`src/dbtf_pkg.sv`:
```
// ----------------------------------------------------------------------------
// dbtf_pkg: shared types and constants of the block trigger filter
// Phase codes, word structs and the controller/datapath command bundle.
// ----------------------------------------------------------------------------
`default_nettype none
package dbtf_pkg;

  localparam int unsigned MaskBits = 32;
  localparam logic [31:0] BankMask = 32'hFF20_2000;

  // parse phase of the current block
  typedef enum logic [3:0] {
    PH_LEN, PH_HEAD, PH_BANKLEN, PH_BANKHDR, PH_H64, PH_SEG64, PH_H16,
    PH_SEG16, PH_CRATEHDR, PH_CRATEX, PH_CRATE1, PH_SKIP
  } phase_e;

  // controller state
  typedef enum logic [1:0] {
    ST_IDLE, ST_WORK, ST_DIV, ST_OUT
  } ctrl_e;

  typedef enum logic [2:0] {
    KIND_UNKNOWN = 3'd0, KIND_SLOW = 3'd1, KIND_BOR = 3'd2,
    KIND_CONTROL = 3'd3, KIND_BUILT = 3'd4, KIND_PHYS = 3'd5
  } kind_e;

  typedef struct packed {
    logic [31:0] data_word;
    logic        last_word;
  } in_word_t;

  typedef struct packed {
    logic        keep_block;
    logic [2:0]  event_kind;
    logic [7:0]  event_count;
    logic [31:0] fp_or_mask;
    logic [31:0] gtp_or_mask;
    logic        bank_error;
    logic [63:0] first_evnum;
    logic [63:0] last_evnum;
    logic [31:0] run_num;
  } out_word_t;

  // controller to datapath
  typedef struct packed {
    logic capture;   // latch input word
    logic step;      // run one parse step on the held word
    logic div_start; // begin stride division
    logic div_step;  // one bit of stride division
    logic finish;    // build the result and clear the block
  } dp_cmd_t;

  // datapath to controller
  typedef struct packed {
    logic need_div;  // held word is a crate 1 header needing a stride
    logic div_done;
    logic last;      // held word ends the block
  } dp_stat_t;

  function automatic kind_e classify(input logic [15:0] tag);
    kind_e k;
    k = KIND_UNKNOWN;
    if (tag == 16'h0060) k = KIND_SLOW;
    else if (tag == 16'h0070) k = KIND_BOR;
    else if (tag >= 16'hFFD0 && tag <= 16'hFFD4) k = KIND_CONTROL;
    else if (tag == 16'hFF58 || tag == 16'hFF78 || tag == 16'hFF50 || tag == 16'hFF70)
      k = KIND_BUILT;
    else if (tag == 16'hFF32 || tag == 16'hFF33) k = KIND_PHYS;
    return k;
  endfunction

endpackage
`default_nettype wire

```
`src/dbtf_ctrl.sv`:
```
// ----------------------------------------------------------------------------
// dbtf_ctrl: sequencing of word intake, stride division and result hand-off
// One word is held at a time; crate 1 headers run a 16-step divider.
// ----------------------------------------------------------------------------
`default_nettype none
module dbtf_ctrl import dbtf_pkg::*; (
  input  wire logic     clk_i,
  input  wire logic     rst_ni,
  input  wire logic     in_valid_i,
  output logic          in_ready_o,
  output logic          out_valid_o,
  input  wire logic     out_ready_i,
  input  wire dp_stat_t stat_i,
  output dp_cmd_t       cmd_o
);

  ctrl_e state_q, state_d;

  // state register
  always_ff @(posedge clk_i or negedge rst_ni) begin
    if (!rst_ni) state_q <= ST_IDLE;
    else         state_q <= state_d;
  end

  // next state
  always_comb begin
    state_d = state_q;
    unique case (state_q)
      ST_IDLE: if (in_valid_i) state_d = ST_WORK;
      ST_WORK: begin
        if (stat_i.need_div)  state_d = ST_DIV;
        else if (stat_i.last) state_d = ST_OUT;
        else                  state_d = ST_IDLE;
      end
      ST_DIV: if (stat_i.div_done) state_d = stat_i.last ? ST_OUT : ST_IDLE;
      ST_OUT: if (out_ready_i) state_d = ST_IDLE;
      default: state_d = ST_IDLE;
    endcase
  end

  // outputs
  always_comb begin
    cmd_o       = '0;
    in_ready_o  = 1'b0;
    out_valid_o = 1'b0;
    unique case (state_q)
      ST_IDLE: begin
        in_ready_o    = 1'b1;
        cmd_o.capture = in_valid_i;
      end
      ST_WORK: begin
        cmd_o.step      = !stat_i.need_div;
        cmd_o.div_start = stat_i.need_div;
        cmd_o.finish    = !stat_i.need_div && stat_i.last;
      end
      ST_DIV: begin
        cmd_o.div_step = 1'b1;
        cmd_o.step     = stat_i.div_done;
        cmd_o.finish   = stat_i.div_done && stat_i.last;
      end
      ST_OUT: out_valid_o = 1'b1;
      default: ;
    endcase
  end

endmodule
`default_nettype wire

```
`src/dbtf_dp.sv`:
```
// ----------------------------------------------------------------------------
// dbtf_dp: parse state, mask accumulation, event numbers and stride divider
// Runs one parse step per command on the held word.
// ----------------------------------------------------------------------------
`default_nettype none
module dbtf_dp import dbtf_pkg::*; (
  input  wire logic        clk_i,
  input  wire logic        rst_ni,
  input  wire in_word_t    in_word_i,
  input  wire logic        cfg_we_i,
  input  wire logic [31:0] cfg_wdata_i,
  input  wire dp_cmd_t     cmd_i,
  output dp_stat_t         stat_o,
  output out_word_t        out_word_o
);

  logic [31:0] word_q;
  logic        last_q;
  logic [31:0] ignore_q;
  phase_e      phase_q, phase_d;
  logic [15:0] count_q, count_d;
  logic [7:0]  events_q, events_d;
  logic [15:0] tag_q, tag_d;
  logic [7:0]  crates_q, crates_d;
  logic [15:0] stride_q, stride_d;
  logic [15:0] pos_q, pos_d;
  logic [31:0] fp_q, fp_d, gtp_q, gtp_d, low_q, low_d, run_q, run_d;
  logic [63:0] first_q, first_d, last_ev_q, last_ev_d;
  kind_e       kind_q, kind_d;
  logic        err_q, err_d;
  logic [7:0]  cev_q, cev_d;
  out_word_t   out_q;

  // divider
  logic [15:0] quo_q, rem_q;
  logic [4:0]  dcnt_q;
  logic [16:0] rem_sh;

  logic [15:0] len;
  logic [63:0] first_num, last_num;
  logic        is_c1;

  assign len       = word_q[15:0];
  assign is_c1     = (word_q[31:24] == 8'd1) &&
                     ({1'b0, len} >= {8'd0, events_q, 1'b0});
  assign first_num = {word_q, low_q};
  assign last_num  = first_num + {56'd0, events_q} - 64'd1;
  assign rem_sh    = {rem_q, quo_q[15]};

  assign stat_o.need_div = (phase_q == PH_CRATEHDR) && is_c1;
  assign stat_o.div_done = (dcnt_q == 5'd15);
  assign stat_o.last     = last_q;
  assign out_word_o      = out_q;

  // input word capture and configuration
  always_ff @(posedge clk_i) begin
    if (cmd_i.capture) begin
      word_q <= in_word_i.data_word;
      last_q <= in_word_i.last_word;
    end
  end

  always_ff @(posedge clk_i or negedge rst_ni) begin
    if (!rst_ni)       ignore_q <= '0;
    else if (cfg_we_i) ignore_q <= cfg_wdata_i;
  end

  // restoring divider, one quotient bit per cycle
  always_ff @(posedge clk_i or negedge rst_ni) begin
    if (!rst_ni) begin
      quo_q <= '0; rem_q <= '0; dcnt_q <= '0;
    end else if (cmd_i.div_start) begin
      quo_q <= len; rem_q <= '0; dcnt_q <= '0;
    end else if (cmd_i.div_step && dcnt_q != 5'd16) begin
      dcnt_q <= dcnt_q + 5'd1;
      if (rem_sh >= {9'd0, events_q}) begin
        rem_q <= 16'(rem_sh - {9'd0, events_q});
        quo_q <= {quo_q[14:0], 1'b1};
      end else begin
        rem_q <= rem_sh[15:0];
        quo_q <= {quo_q[14:0], 1'b0};
      end
    end
  end

  // quotient as it stands after the final divider step
  logic [15:0] quo_fin;
  always_comb begin
    quo_fin = {quo_q[14:0], (rem_sh >= {9'd0, events_q})};
  end

  // parse step
  always_comb begin
    phase_d = phase_q; count_d = count_q; events_d = events_q; tag_d = tag_q;
    crates_d = crates_q; stride_d = stride_q; pos_d = pos_q; fp_d = fp_q;
    gtp_d = gtp_q; low_d = low_q; run_d = run_q; first_d = first_q;
    last_ev_d = last_ev_q; kind_d = kind_q; err_d = err_q; cev_d = cev_q;
    unique case (phase_q)
      PH_LEN: phase_d = PH_HEAD;
      PH_HEAD: begin
        kind_d   = classify(word_q[31:16]);
        events_d = (kind_d == KIND_BUILT) ? word_q[7:0] : 8'd1;
        phase_d  = (kind_d == KIND_BUILT && events_d != 8'd0) ? PH_BANKLEN : PH_SKIP;
      end
      PH_BANKLEN: phase_d = PH_BANKHDR;
      PH_BANKHDR: begin
        if ((word_q & BankMask) != BankMask) begin
          err_d = 1'b1; phase_d = PH_SKIP;
        end else begin
          tag_d = word_q[31:16]; crates_d = word_q[7:0]; phase_d = PH_H64;
        end
      end
      PH_H64: begin
        count_d = len; pos_d = '0;
        phase_d = (len == 16'd0) ? PH_H16 : PH_SEG64;
      end
      PH_SEG64: begin
        if (pos_q == 16'd0) low_d = word_q;
        else if (pos_q == 16'd1) begin
          if (first_q == 64'd0) first_d = first_num;
          if (last_ev_q < last_num) last_ev_d = last_num;
        end
        if (tag_q[1] && {1'b0, pos_q} == ({9'd0, events_q} << 1) + 17'd3) run_d = word_q;
        pos_d = pos_q + 16'd1; count_d = count_q - 16'd1;
        if (count_d == 16'd0) phase_d = PH_H16;
      end
      PH_H16: begin
        count_d = len;
        if (len == 16'd0) phase_d = (crates_q == 8'd0) ? PH_SKIP : PH_CRATEHDR;
        else phase_d = PH_SEG16;
      end
      PH_SEG16, PH_CRATEX: begin
        count_d = count_q - 16'd1;
        if (count_d == 16'd0) phase_d = (crates_q == 8'd0) ? PH_SKIP : PH_CRATEHDR;
      end
      PH_CRATEHDR: begin
        crates_d = crates_q - 8'd1; count_d = len;
        if (word_q[31:24] == 8'd1) begin
          if (!is_c1) begin
            err_d = 1'b1; phase_d = PH_SKIP;
          end else begin
            stride_d = quo_fin; pos_d = '0; cev_d = events_q;
            if (len == 16'd0) phase_d = (crates_d == 8'd0) ? PH_SKIP : PH_CRATEHDR;
            else phase_d = PH_CRATE1;
          end
        end else begin
          if (len == 16'd0) phase_d = (crates_d == 8'd0) ? PH_SKIP : PH_CRATEHDR;
          else phase_d = PH_CRATEX;
        end
      end
      PH_CRATE1: begin
        if (cev_q != 8'd0) begin
          if (stride_q > 16'd3) begin
            if (pos_q == 16'd2) gtp_d = gtp_q | word_q;
            else if (pos_q == 16'd3) fp_d = fp_q | word_q;
          end
          pos_d = pos_q + 16'd1;
          if (pos_d >= stride_q) begin
            pos_d = '0; cev_d = cev_q - 8'd1;
          end
        end
        count_d = count_q - 16'd1;
        if (count_d == 16'd0) phase_d = (crates_q == 8'd0) ? PH_SKIP : PH_CRATEHDR;
      end
      default: ;
    endcase
  end

  // parse registers; block state other than run and event numbers clears when the result is built
  always_ff @(posedge clk_i or negedge rst_ni) begin
    if (!rst_ni) begin
      phase_q <= PH_LEN; count_q <= '0; events_q <= '0; tag_q <= '0;
      crates_q <= '0; stride_q <= '0; pos_q <= '0; fp_q <= '0; gtp_q <= '0;
      low_q <= '0; run_q <= '0; first_q <= '0; last_ev_q <= '0;
      kind_q <= KIND_UNKNOWN; err_q <= 1'b0; cev_q <= '0;
    end else if (cmd_i.step) begin
      run_q <= run_d; first_q <= first_d; last_ev_q <= last_ev_d;
      if (cmd_i.finish) begin
        phase_q <= PH_LEN; count_q <= '0; events_q <= '0; tag_q <= '0;
        crates_q <= '0; stride_q <= '0; pos_q <= '0; fp_q <= '0; gtp_q <= '0;
        low_q <= '0; kind_q <= KIND_UNKNOWN; err_q <= 1'b0; cev_q <= '0;
      end else begin
        phase_q <= phase_d; count_q <= count_d; events_q <= events_d;
        tag_q <= tag_d; crates_q <= crates_d; stride_q <= stride_d;
        pos_q <= pos_d; fp_q <= fp_d; gtp_q <= gtp_d; low_q <= low_d;
        kind_q <= kind_d; err_q <= err_d; cev_q <= cev_d;
      end
    end
  end

  // result register
  always_ff @(posedge clk_i) begin
    if (cmd_i.finish) begin
      out_q.keep_block  <= (kind_d == KIND_BUILT) ?
                           ((fp_d & ~ignore_q & MaskBits'('1)) != '0) : 1'b1;
      out_q.event_kind  <= kind_d;
      out_q.event_count <= (kind_d == KIND_BUILT) ? events_d : 8'd1;
      out_q.fp_or_mask  <= fp_d;
      out_q.gtp_or_mask <= gtp_d;
      out_q.bank_error  <= err_d;
      out_q.first_evnum <= first_d;
      out_q.last_evnum  <= last_ev_d;
      out_q.run_num     <= run_d;
    end
  end

endmodule
`default_nettype wire

```
`src/daq_block_trigger_filter.sv`:
```
// ----------------------------------------------------------------------------
// daq_block_trigger_filter: keep/drop decision for data-acquisition blocks
// Parses each block word by word and emits one decision on its last word.
// ----------------------------------------------------------------------------
// Each word is accepted, then given one parse step; a crate 1 section header
// also runs the bit-serial stride divider before its parse step. The word
// ending a block yields one result word, held until taken; the next word is
// accepted once the result has left. fp_ignore_mask is written through cfg_we_i.
`default_nettype none
module daq_block_trigger_filter import dbtf_pkg::*; (
  input  wire logic        clk_i,
  input  wire logic        rst_ni,
  input  wire logic        cfg_we_i,
  input  wire logic [31:0] cfg_wdata_i,
  input  wire logic        in_valid_i,
  output logic             in_ready_o,
  input  wire in_word_t    in_word_i,
  output logic             out_valid_o,
  input  wire logic        out_ready_i,
  output out_word_t        out_word_o
);

  dp_cmd_t  cmd;
  dp_stat_t stat;

  dbtf_ctrl u_ctrl (
    .clk_i, .rst_ni, .in_valid_i, .in_ready_o, .out_valid_o, .out_ready_i,
    .stat_i(stat), .cmd_o(cmd)
  );

  dbtf_dp u_dp (
    .clk_i, .rst_ni, .in_word_i, .cfg_we_i, .cfg_wdata_i,
    .cmd_i(cmd), .stat_o(stat), .out_word_o
  );

  // no word taken while a result waits
  assert property (@(posedge clk_i) disable iff (!rst_ni) !(in_ready_o && out_valid_o))
    else $error("input accepted while result pending");

  // result appears only after a finishing step
  assert property (@(posedge clk_i) disable iff (!rst_ni)
    $rose(out_valid_o) |-> $past(cmd.finish))
    else $error("result without finish");

  // blocks other than built physics are always kept
  assert property (@(posedge clk_i) disable iff (!rst_ni)
    out_valid_o && out_word_o.event_kind != KIND_BUILT |-> out_word_o.keep_block)
    else $error("non-physics block dropped");

endmodule
`default_nettype wire
```
`config.mk`:
```
export PLATFORM = sky130hd
export DESIGN_NAME = daq_block_trigger_filter
export DESIGN_NICKNAME = d
export VERILOG_FILES = /design/src/dbtf_pkg.sv /design/src/dbtf_ctrl.sv /design/src/dbtf_dp.sv /design/src/daq_block_trigger_filter.sv
export SDC_FILE = /design/constraint.sdc
export NUM_CORES = 1
export LEC_CHECK = 0
export ABC_AREA = 1
export BUFFER_PORTS_ARGS = -buffer_cell sky130_fd_sc_hd__buf_2
export CORE_AREA = 2 2 278 280
export CTS_CLUSTER_DIAMETER = 60
export DETAILED_ROUTE_END_ITERATION = 6
export DIE_AREA = 0 0 280 282
export GPL_ROUTABILITY_DRIVEN = 0
export PLACE_DENSITY = 0.76
export SLEW_MARGIN = 10
export SYNTH_ARGS = -nofsm -noshare
export SYNTH_HDL_FRONTEND = slang
export SYNTH_SLANG_ARGS = --single-unit
```
`constraint.sdc`:
```
create_clock -name clk_i -period 8.2 [get_ports clk_i]
set_input_delay 1.64 -clock clk_i [delete_from_list [all_inputs] [get_ports clk_i]]
set_output_delay 1.64 -clock clk_i [all_outputs]
set_load 0.02 [all_outputs]
```
==> flow_metrics.env, run 1 <==
export IMPL_yosysMostFrequentCell="nand2_1"
export IMPL_ys_types=56
export IMPL_io_buffers=308
export IMPL_fin_crit_ps=6380
export IMPL_placementRows=101
export IMPL_cp_max_fo=64
export IMPL_worstRegToRegCells=25
export IMPL_io_pins=309
export IMPL_holdCritPathClass="register to register"
export IMPL_dp_hpwl_um=81100
export IMPL_start_util=0.498
export IMPL_synth_top_family_by_area="simple AND/OR/NAND/NOR gates"
export IMPL_wl_per_cell_um=19.5
export IMPL_ant_nets=0
export IMPL_required_ps=8590
export IMPL_synthTopCellsByArea="dfrtp_1, edfxtp_1, nand2_1, ha_1, inv_1"
export IMPL_grt_usage=0.291
export IMPL_violations="design-rule violations"
export IMPL_crit_type="register to register"
export IMPL_holdWs_ps=474
export IMPL_synth_area_per_cell_sq_um=8.19
export IMPL_yosysTopAreaCellShare=0.271
export IMPL_postCtsSetupBuffers=0
export IMPL_yosys_area_share_simple=0.222
export IMPL_antenna_found_initial=2
export IMPL_placed_area_sq_mm=0.0401
export IMPL_vias=32986
export IMPL_clk_latency_ps=680
export IMPL_async_flop_share=0.602
export IMPL_maxCapViolCount=0
export IMPL_final_period_utilization=0.778
export IMPL_slew_headroom=0.225
export IMPL_area_growth_syn_to_layout_pct=13.7
export IMPL_synth_adder_area_share=0.0712
export IMPL_hold_buffers=0
export IMPL_post_synth_mux_area_share=0
export IMPL_nNetsFinal=5159
export IMPL_grt_max_degree=165
export IMPL_die_h_um=282
export IMPL_grt_overflow_total=0
export IMPL_hold_start="u_dp.first_q[6]"
export IMPL_r2r_slack_ps=1820
export IMPL_fin_worst_skew_ps=66.2
export IMPL_die_area_sq_mm=0.0790
export IMPL_clockRootBuffer="clkbuf_16"
export IMPL_synthXorXnorAreaFrac=0.0207
export IMPL_grt_pass1_wl_um=177000
export IMPL_synthFlopType="dfrtp_1"
export IMPL_cts_buffers=76
export IMPL_synth_seq_area_share=0.486
export IMPL_synth_compound_area_frac=0.116
export IMPL_postSynthCellCount=4596
export IMPL_outcome="finished, violations left"
export IMPL_diodes=0
export IMPL_drt_pass1_iterations=7
export IMPL_yosysTopAreaCell="dfrtp_1"
export IMPL_worst_setup_path_end_kind="register"
export IMPL_setup_tns_final_ps=0
export IMPL_cts_tree="yes"
export IMPL_final_util=0.565
export IMPL_rr_startpoint="u_dp.word_q[4]"
export IMPL_r2r_end="u_dp.out_word_o[57]"
export IMPL_p_leak_nw=21.3
export IMPL_synth_edf_count=270
export IMPL_finalSetupViolations=0
export IMPL_ys_top_cells_by_count="nand2_1, inv_1, dfrtp_1"
export IMPL_slew_viol_final=0
export IMPL_wl_um=115000
export IMPL_crit_arrival_ps=6770
export IMPL_ys_ff_latch=678
export IMPL_p_total_mw=13.8
export IMPL_htree_levels=3
export IMPL_fmax_mhz=157
export IMPL_fin_area_sq_mm=0.0428
export IMPL_holdPathEnd="u_dp.first_q[6]"
export IMPL_critPathLaunchType="register"
export IMPL_clk_pin_slew_ps=60
export IMPL_die_w_um=280
export IMPL_grt_pass1_vias=31239
export IMPL_ys_warnings_count=0
export IMPL_synth_fp_nets=4879
export IMPL_clockBufferDepth=3
export IMPL_drc=3
export IMPL_clkSinkCount=678
export IMPL_p_per_area_mw_per_mm2=323
export IMPL_tightest_slew_ps=1160
export IMPL_drtIter0Drc=3420
export IMPL_hold_violations=0
export IMPL_cts_resized_gates=0
export IMPL_holdPathStages=2
export IMPL_routed_via_density=5.58
export IMPL_peakVddDrop_mv=0.283
export IMPL_grt_setup_unrepaired="no"
export IMPL_drive_gt1_frac=0.101
export IMPL_core_area_sq_mm=0.0757
export IMPL_syn_cell_area_sq_mm=0.0377
[worst max path at each step]
stage                         startpoint             endpoint  slack [ps]
after global placement    u_dp.word_q[4]  u_dp.out_word_o[86]        2240
after floorplan           u_dp.word_q[7]        u_dp.tag_q[1]        2820
final                     u_dp.word_q[4]  u_dp.out_word_o[57]        1820
after detailed placement  u_dp.word_q[4]  u_dp.out_word_o[83]        2160
after global routing      u_dp.word_q[4]  u_dp.out_word_o[60]        1500
after CTS                 u_dp.word_q[4]  u_dp.out_word_o[83]        2080
[stage by stage]
step,std cells,setup WS (ps)
after floorplan,4596,2820
after global placement,5776,2240
after detailed placement,5776,2160
after CTS,5916,2080
after global routing,5916,1500
final,5916,1820
[cells by family after synthesis]
kind of cell,count (synthesis)
adders and majority gates,213
AOI/OAI and AO/OA,762
and+or+nand+nor,2045
xor gates and xnor gates,89
buffers and inverters,809
DFF,678
[cell usage in the layout (no fill, tap or decap), types with 8 or more instances in the layout]
| master | instances |
|---|---|
| a21boi_0 | 16 |
| a21boi_1 | 10 |
| a21oi_1 | 174 |
| a31oi_1 | 33 |
| buf_2 | 307 |
| buf_4 | 34 |
| clkbuf_1 | 16 |
| clkbuf_16 | 76 |
| clkbuf_8 | 9 |
| clkinv_1 | 9 |
| clkinv_2 | 11 |
| dfrtp_1 | 408 |
| edfxtp_1 | 270 |
| ha_1 | 211 |
| inv_1 | 651 |
| nand2_1 | 1421 |
| nand3_1 | 221 |
| nand3b_1 | 8 |
| nand4_1 | 53 |
| nor2_1 | 261 |
| nor3_1 | 30 |
| nor4_1 | 23 |
| o211ai_1 | 9 |
| o21ai_0 | 350 |
| o21bai_1 | 43 |
| o221ai_1 | 14 |
| o22ai_1 | 21 |
| o31ai_1 | 64 |
| xnor2_1 | 10 |
| xor2_1 | 79 |
[worst max-delay path, stage by stage (launching register included)]
cell	delay, ps
edfxtp_1	730
clkinv_1	710
ha_1	590
inv_1	100
nor2_1	250
inv_1	90
nor2_1	210
nand2_1	160
nor2_1	230
and2_1	170
nand2_1	70
nand2_1	70
nand2_1	50
nand2_1	70
inv_1	50
ha_1	280
nand2_1	60
nor2_1	150
nand4_1	120
nor4_1	390
nand2_2	460
nand2_2	140
buf_4	560
nand2_1	150
nand2_1	110
inv_1	50
[cell type report]
class	instances	area [sq um]
well taps	978	1220
clock inverters	39	582
multi-input cells	3109	16200
fillers	6669	32900
repair buffers	345	1870
flip-flops and latches	678	18300
inverters	666	2520
clock buffers	101	2090
[report_power, final]
part | switching (mW) | internal, mW
logic | 4.17 | 1.39
clock network | 1.51 | 2.06
registers | 0.349 | 4.33
[per-layer routing]
metal  part of all wire  track usage  vias to the layer above
met5            0.00019            0                        -
met4              0.060        0.164                        4
met3               0.10       0.0640                      373
met2               0.44        0.436                     1592
met1               0.40        0.392                    15489
li1                   -            -                    15528
[registers in the layout, summed over array words and instances (netlist names), 32 cells and up]
| name | flops |
|---|---|
| u_dp.out_word_o | 237 |
| u_dp.gtp_q | 32 |
| u_dp.run_q | 32 |
| u_dp.word_q | 32 |
| u_dp.low_q | 32 |
| u_dp.first_q | 64 |
| u_dp.ignore_q | 32 |
| u_dp.last_ev_q | 64 |
| u_dp.fp_q | 32 |
No activity file was read; power rests on OpenSTA's default activity.
==> run 2, diff against run 1 <==
--- a/config.mk
+++ b/config.mk
@@ -5,14 +5,14 @@
 export SDC_FILE = /design/constraint.sdc
 export NUM_CORES = 1
 export LEC_CHECK = 0
-export ABC_AREA = 1
+export ABC_AREA = 0
 export BUFFER_PORTS_ARGS = -buffer_cell sky130_fd_sc_hd__buf_2
-export CORE_AREA = 2 2 278 280
+export CORE_AREA = 2 2 269 271
 export CTS_CLUSTER_DIAMETER = 60
 export DETAILED_ROUTE_END_ITERATION = 6
-export DIE_AREA = 0 0 280 282
+export DIE_AREA = 0 0 271 273
 export GPL_ROUTABILITY_DRIVEN = 0
-export PLACE_DENSITY = 0.76
+export PLACE_DENSITY = 0.73
 export SLEW_MARGIN = 10
 export SYNTH_ARGS = -nofsm -noshare
 export SYNTH_HDL_FRONTEND = slang
==> constraint.sdc (replaced) <==
create_clock -name clk_i -period 6.5 [get_ports clk_i]
set_input_delay 1.3 -clock clk_i [delete_from_list [all_inputs] [get_ports clk_i]]
set_output_delay 1.3 -clock clk_i [all_outputs]
set_load 0.02 [all_outputs]
==> run 2 against run 1 <==
The flow now finishes without violations. Non-clock buffer count rose by 48. Wire length fell by 7.7%. First-iteration DRC count fell by 6.0%. Area after synthesis fell by 6.3%. Global-route usage fell by 0.70 points. Critical path depth rose by 1. Cell count fell by 20%. Clock skew fell by 17 ps. Power rose by 14%. Die area fell by 6.3%. Hold slack got worse by 9.5 ps. Register-to-register slack got worse by 1500 ps. Critical path type unchanged.
==> flow_metrics.env, run 2 <==
export IMPL_cts_buffers=76
export IMPL_place_ws_ps=-95.2
export IMPL_ant_nets=0
export IMPL_async_flop_share=0.602
export IMPL_p_total_mw=15.7
export IMPL_fmax_mhz=162
export IMPL_holdWs_ps=465
export IMPL_synth_area_per_cell_sq_um=10.4
export IMPL_syn_cell_area_sq_mm=0.0353
export IMPL_drc=0
export IMPL_antenna_found_initial=8
export IMPL_yosysTopAreaCell="dfrtp_1"
export IMPL_htree_levels=3
export IMPL_drtIter0Drc=3214
export IMPL_core_area_sq_mm=0.0710
export IMPL_die_w_um=271
export IMPL_critPathLaunchType="register"
export IMPL_layout_commonest_cell="dfrtp_1"
export IMPL_fin_crit_ps=6160
export IMPL_dp_hpwl_um=75100
export IMPL_slowest_stage="or4_1"
export IMPL_nNetsFinal=3985
export IMPL_hold_violations=0
export IMPL_ys_top_cells_by_count="dfrtp_1, nand2_1, o21ai_0"
export IMPL_yosysMostFrequentCell="dfrtp_1"
export IMPL_wl_um=107000
export IMPL_p_per_area_mw_per_mm2=384
export IMPL_cp_top_family="simple AND/OR/NAND/NOR gates"
export IMPL_start_util=0.497
export IMPL_clockRootBuffer="clkbuf_16"
export IMPL_final_period_utilization=0.947
export IMPL_synth_edf_count=270
export IMPL_postSynthCellCount=3409
export IMPL_routed_via_density=5.99
export IMPL_synth_seq_area_share=0.519
export IMPL_fin_worst_skew_ps=49.4
export IMPL_die_area_sq_mm=0.0740
export IMPL_final_util=0.576
export IMPL_placementRows=98
export IMPL_drt_pass1_iterations=5
export IMPL_worst_setup_path_end_kind="register"
export IMPL_slew_viol_final=0
export IMPL_cts_tree="yes"
export IMPL_grt_pass1_wl_um=161000
export IMPL_synth_fp_nets=3692
export IMPL_yosysTopAreaCellShare=0.289
export IMPL_maxCapViolCount=0
export IMPL_clockBufferDepth=3
export IMPL_final_cell_mix="dfrtp_1, nand2_1, buf_2, o21ai_0, edfxtp_1"
export IMPL_grt_max_degree=132
export IMPL_clk_latency_ps=650
export IMPL_clk_pin_slew_ps=70
export IMPL_ys_ff_latch=678
export IMPL_largest_register_ff_count=237
export IMPL_cp_max_fo=30
export IMPL_p_leak_nw=19.4
export IMPL_ys_warnings_count=0
export IMPL_required_ps=6990
export IMPL_grt_usage=0.284
export IMPL_path_buf_inv=5
export IMPL_outcome="finished clean"
export IMPL_slew_headroom=0.179
export IMPL_clkSinkCount=678
export IMPL_ys_types=92
export IMPL_synthTopCellsByArea="dfrtp_1, edfxtp_1, ha_1, o21ai_0, nand2_1"
export IMPL_grt_pass1_vias=26713
export IMPL_synthFlopType="dfrtp_1"
export IMPL_crit_type="register to register"
export IMPL_holdCritPathClass="register to register"
export IMPL_hold_buffers=0
export IMPL_finalSetupViolations=0
export IMPL_setup_ws_ps=343
export IMPL_drive_gt1_frac=0.181
export IMPL_cpPeakStageDelay_ps=530
export IMPL_placed_area_sq_mm=0.0380
export IMPL_peakVddDrop_mv=0.359
export IMPL_io_pins=309
export IMPL_area_growth_syn_to_layout_pct=15.9
export IMPL_fin_area_sq_mm=0.0409
export IMPL_vias=28272
export IMPL_crit_arrival_ps=6650
export IMPL_grt_overflow_total=0
export IMPL_wl_per_cell_um=22.6
export IMPL_tightest_slew_ps=1220
export IMPL_die_h_um=273
export IMPL_io_buffers=308
==> run 2: tightest hold or removal path, delay by kind of cell (launching register included) <==
| family | cells | cell delay [ps] |
|---|---|---|
| flip-flops | 1 | 330 |
| AND/OR/NAND/NOR | 2 | 100 |
==> run 2: through the flow <==
stage	instances	setup TNS (ps)
floorplan	3409	0
global placement	4563	0
detailed placement	4563	-854
CTS	4705	0
global route	4716	-0.843
finish	4718	0
==> run 2: per-layer routing <==
layer,global-route usage,part of all wire,up-vias
li1,-,-,12929
met1,0.391,0.41,13778
met2,0.442,0.46,1340
met3,0.0567,0.092,215
met4,0.114,0.039,10
met5,0,0.00063,-
==> run 2: final cells by class <==
class | instances | area, sq um
Tap cell | 950 | 1190
Antenna cell | 2 | 5.00
Multi-Input combinational cell | 2341 | 15600
Sequential cell | 678 | 18300
Inverter | 212 | 816
Timing Repair Buffer | 393 | 2300
Clock inverter | 43 | 591
Fill cell | 5953 | 30100
Clock buffer | 99 | 2040
==> run 2: where the power goes <==
part           leakage (nW)  total [mW]  switching (mW)  internal [mW]
registers              8.15        5.84           0.449           5.39
clock network          1.26        4.48            1.86           2.62
logic                  10.0        5.38            3.84           1.53
total                  19.4        15.7            6.15           9.55
==> run 2: worst paths after layout <==
kind,start,endpoint,slack (ps),depth (start not counted)
setup / recovery,u_dp.events_q[1],u_dp.last_ev_q[32],340,26
hold / removal,u_dp.run_q[12],u_dp.run_q[12],460,2
max in group asynchronous,rst_ni,u_dp.events_q[2],4460,2
min in group asynchronous,rst_ni,u_dp.ignore_q[3],720,1
hold reg to reg,u_dp.run_q[12],u_dp.run_q[12],460,2
setup reg to reg,u_dp.events_q[1],u_dp.last_ev_q[32],340,26
==> run 2: kinds of logic after synthesis <==
kind of cell               Yosys count  synth area share
and+or+nand+nor                    916             0.121
adders and majority gates          213            0.0760
muxes                               88            0.0274
buffers and inverters              391            0.0438
AOI/OAI and AO/OA                 1030             0.190
xor gates and xnor gates            93            0.0231
DFF                                678             0.519
==> run 2: what timing repair did <==
action	4_1_cts	5_1_grt
gates resized for setup	2	24
pin swaps	0	5
buffers inserted	0	9
endpoints found under the setup margin	35	119
cloned	0	2
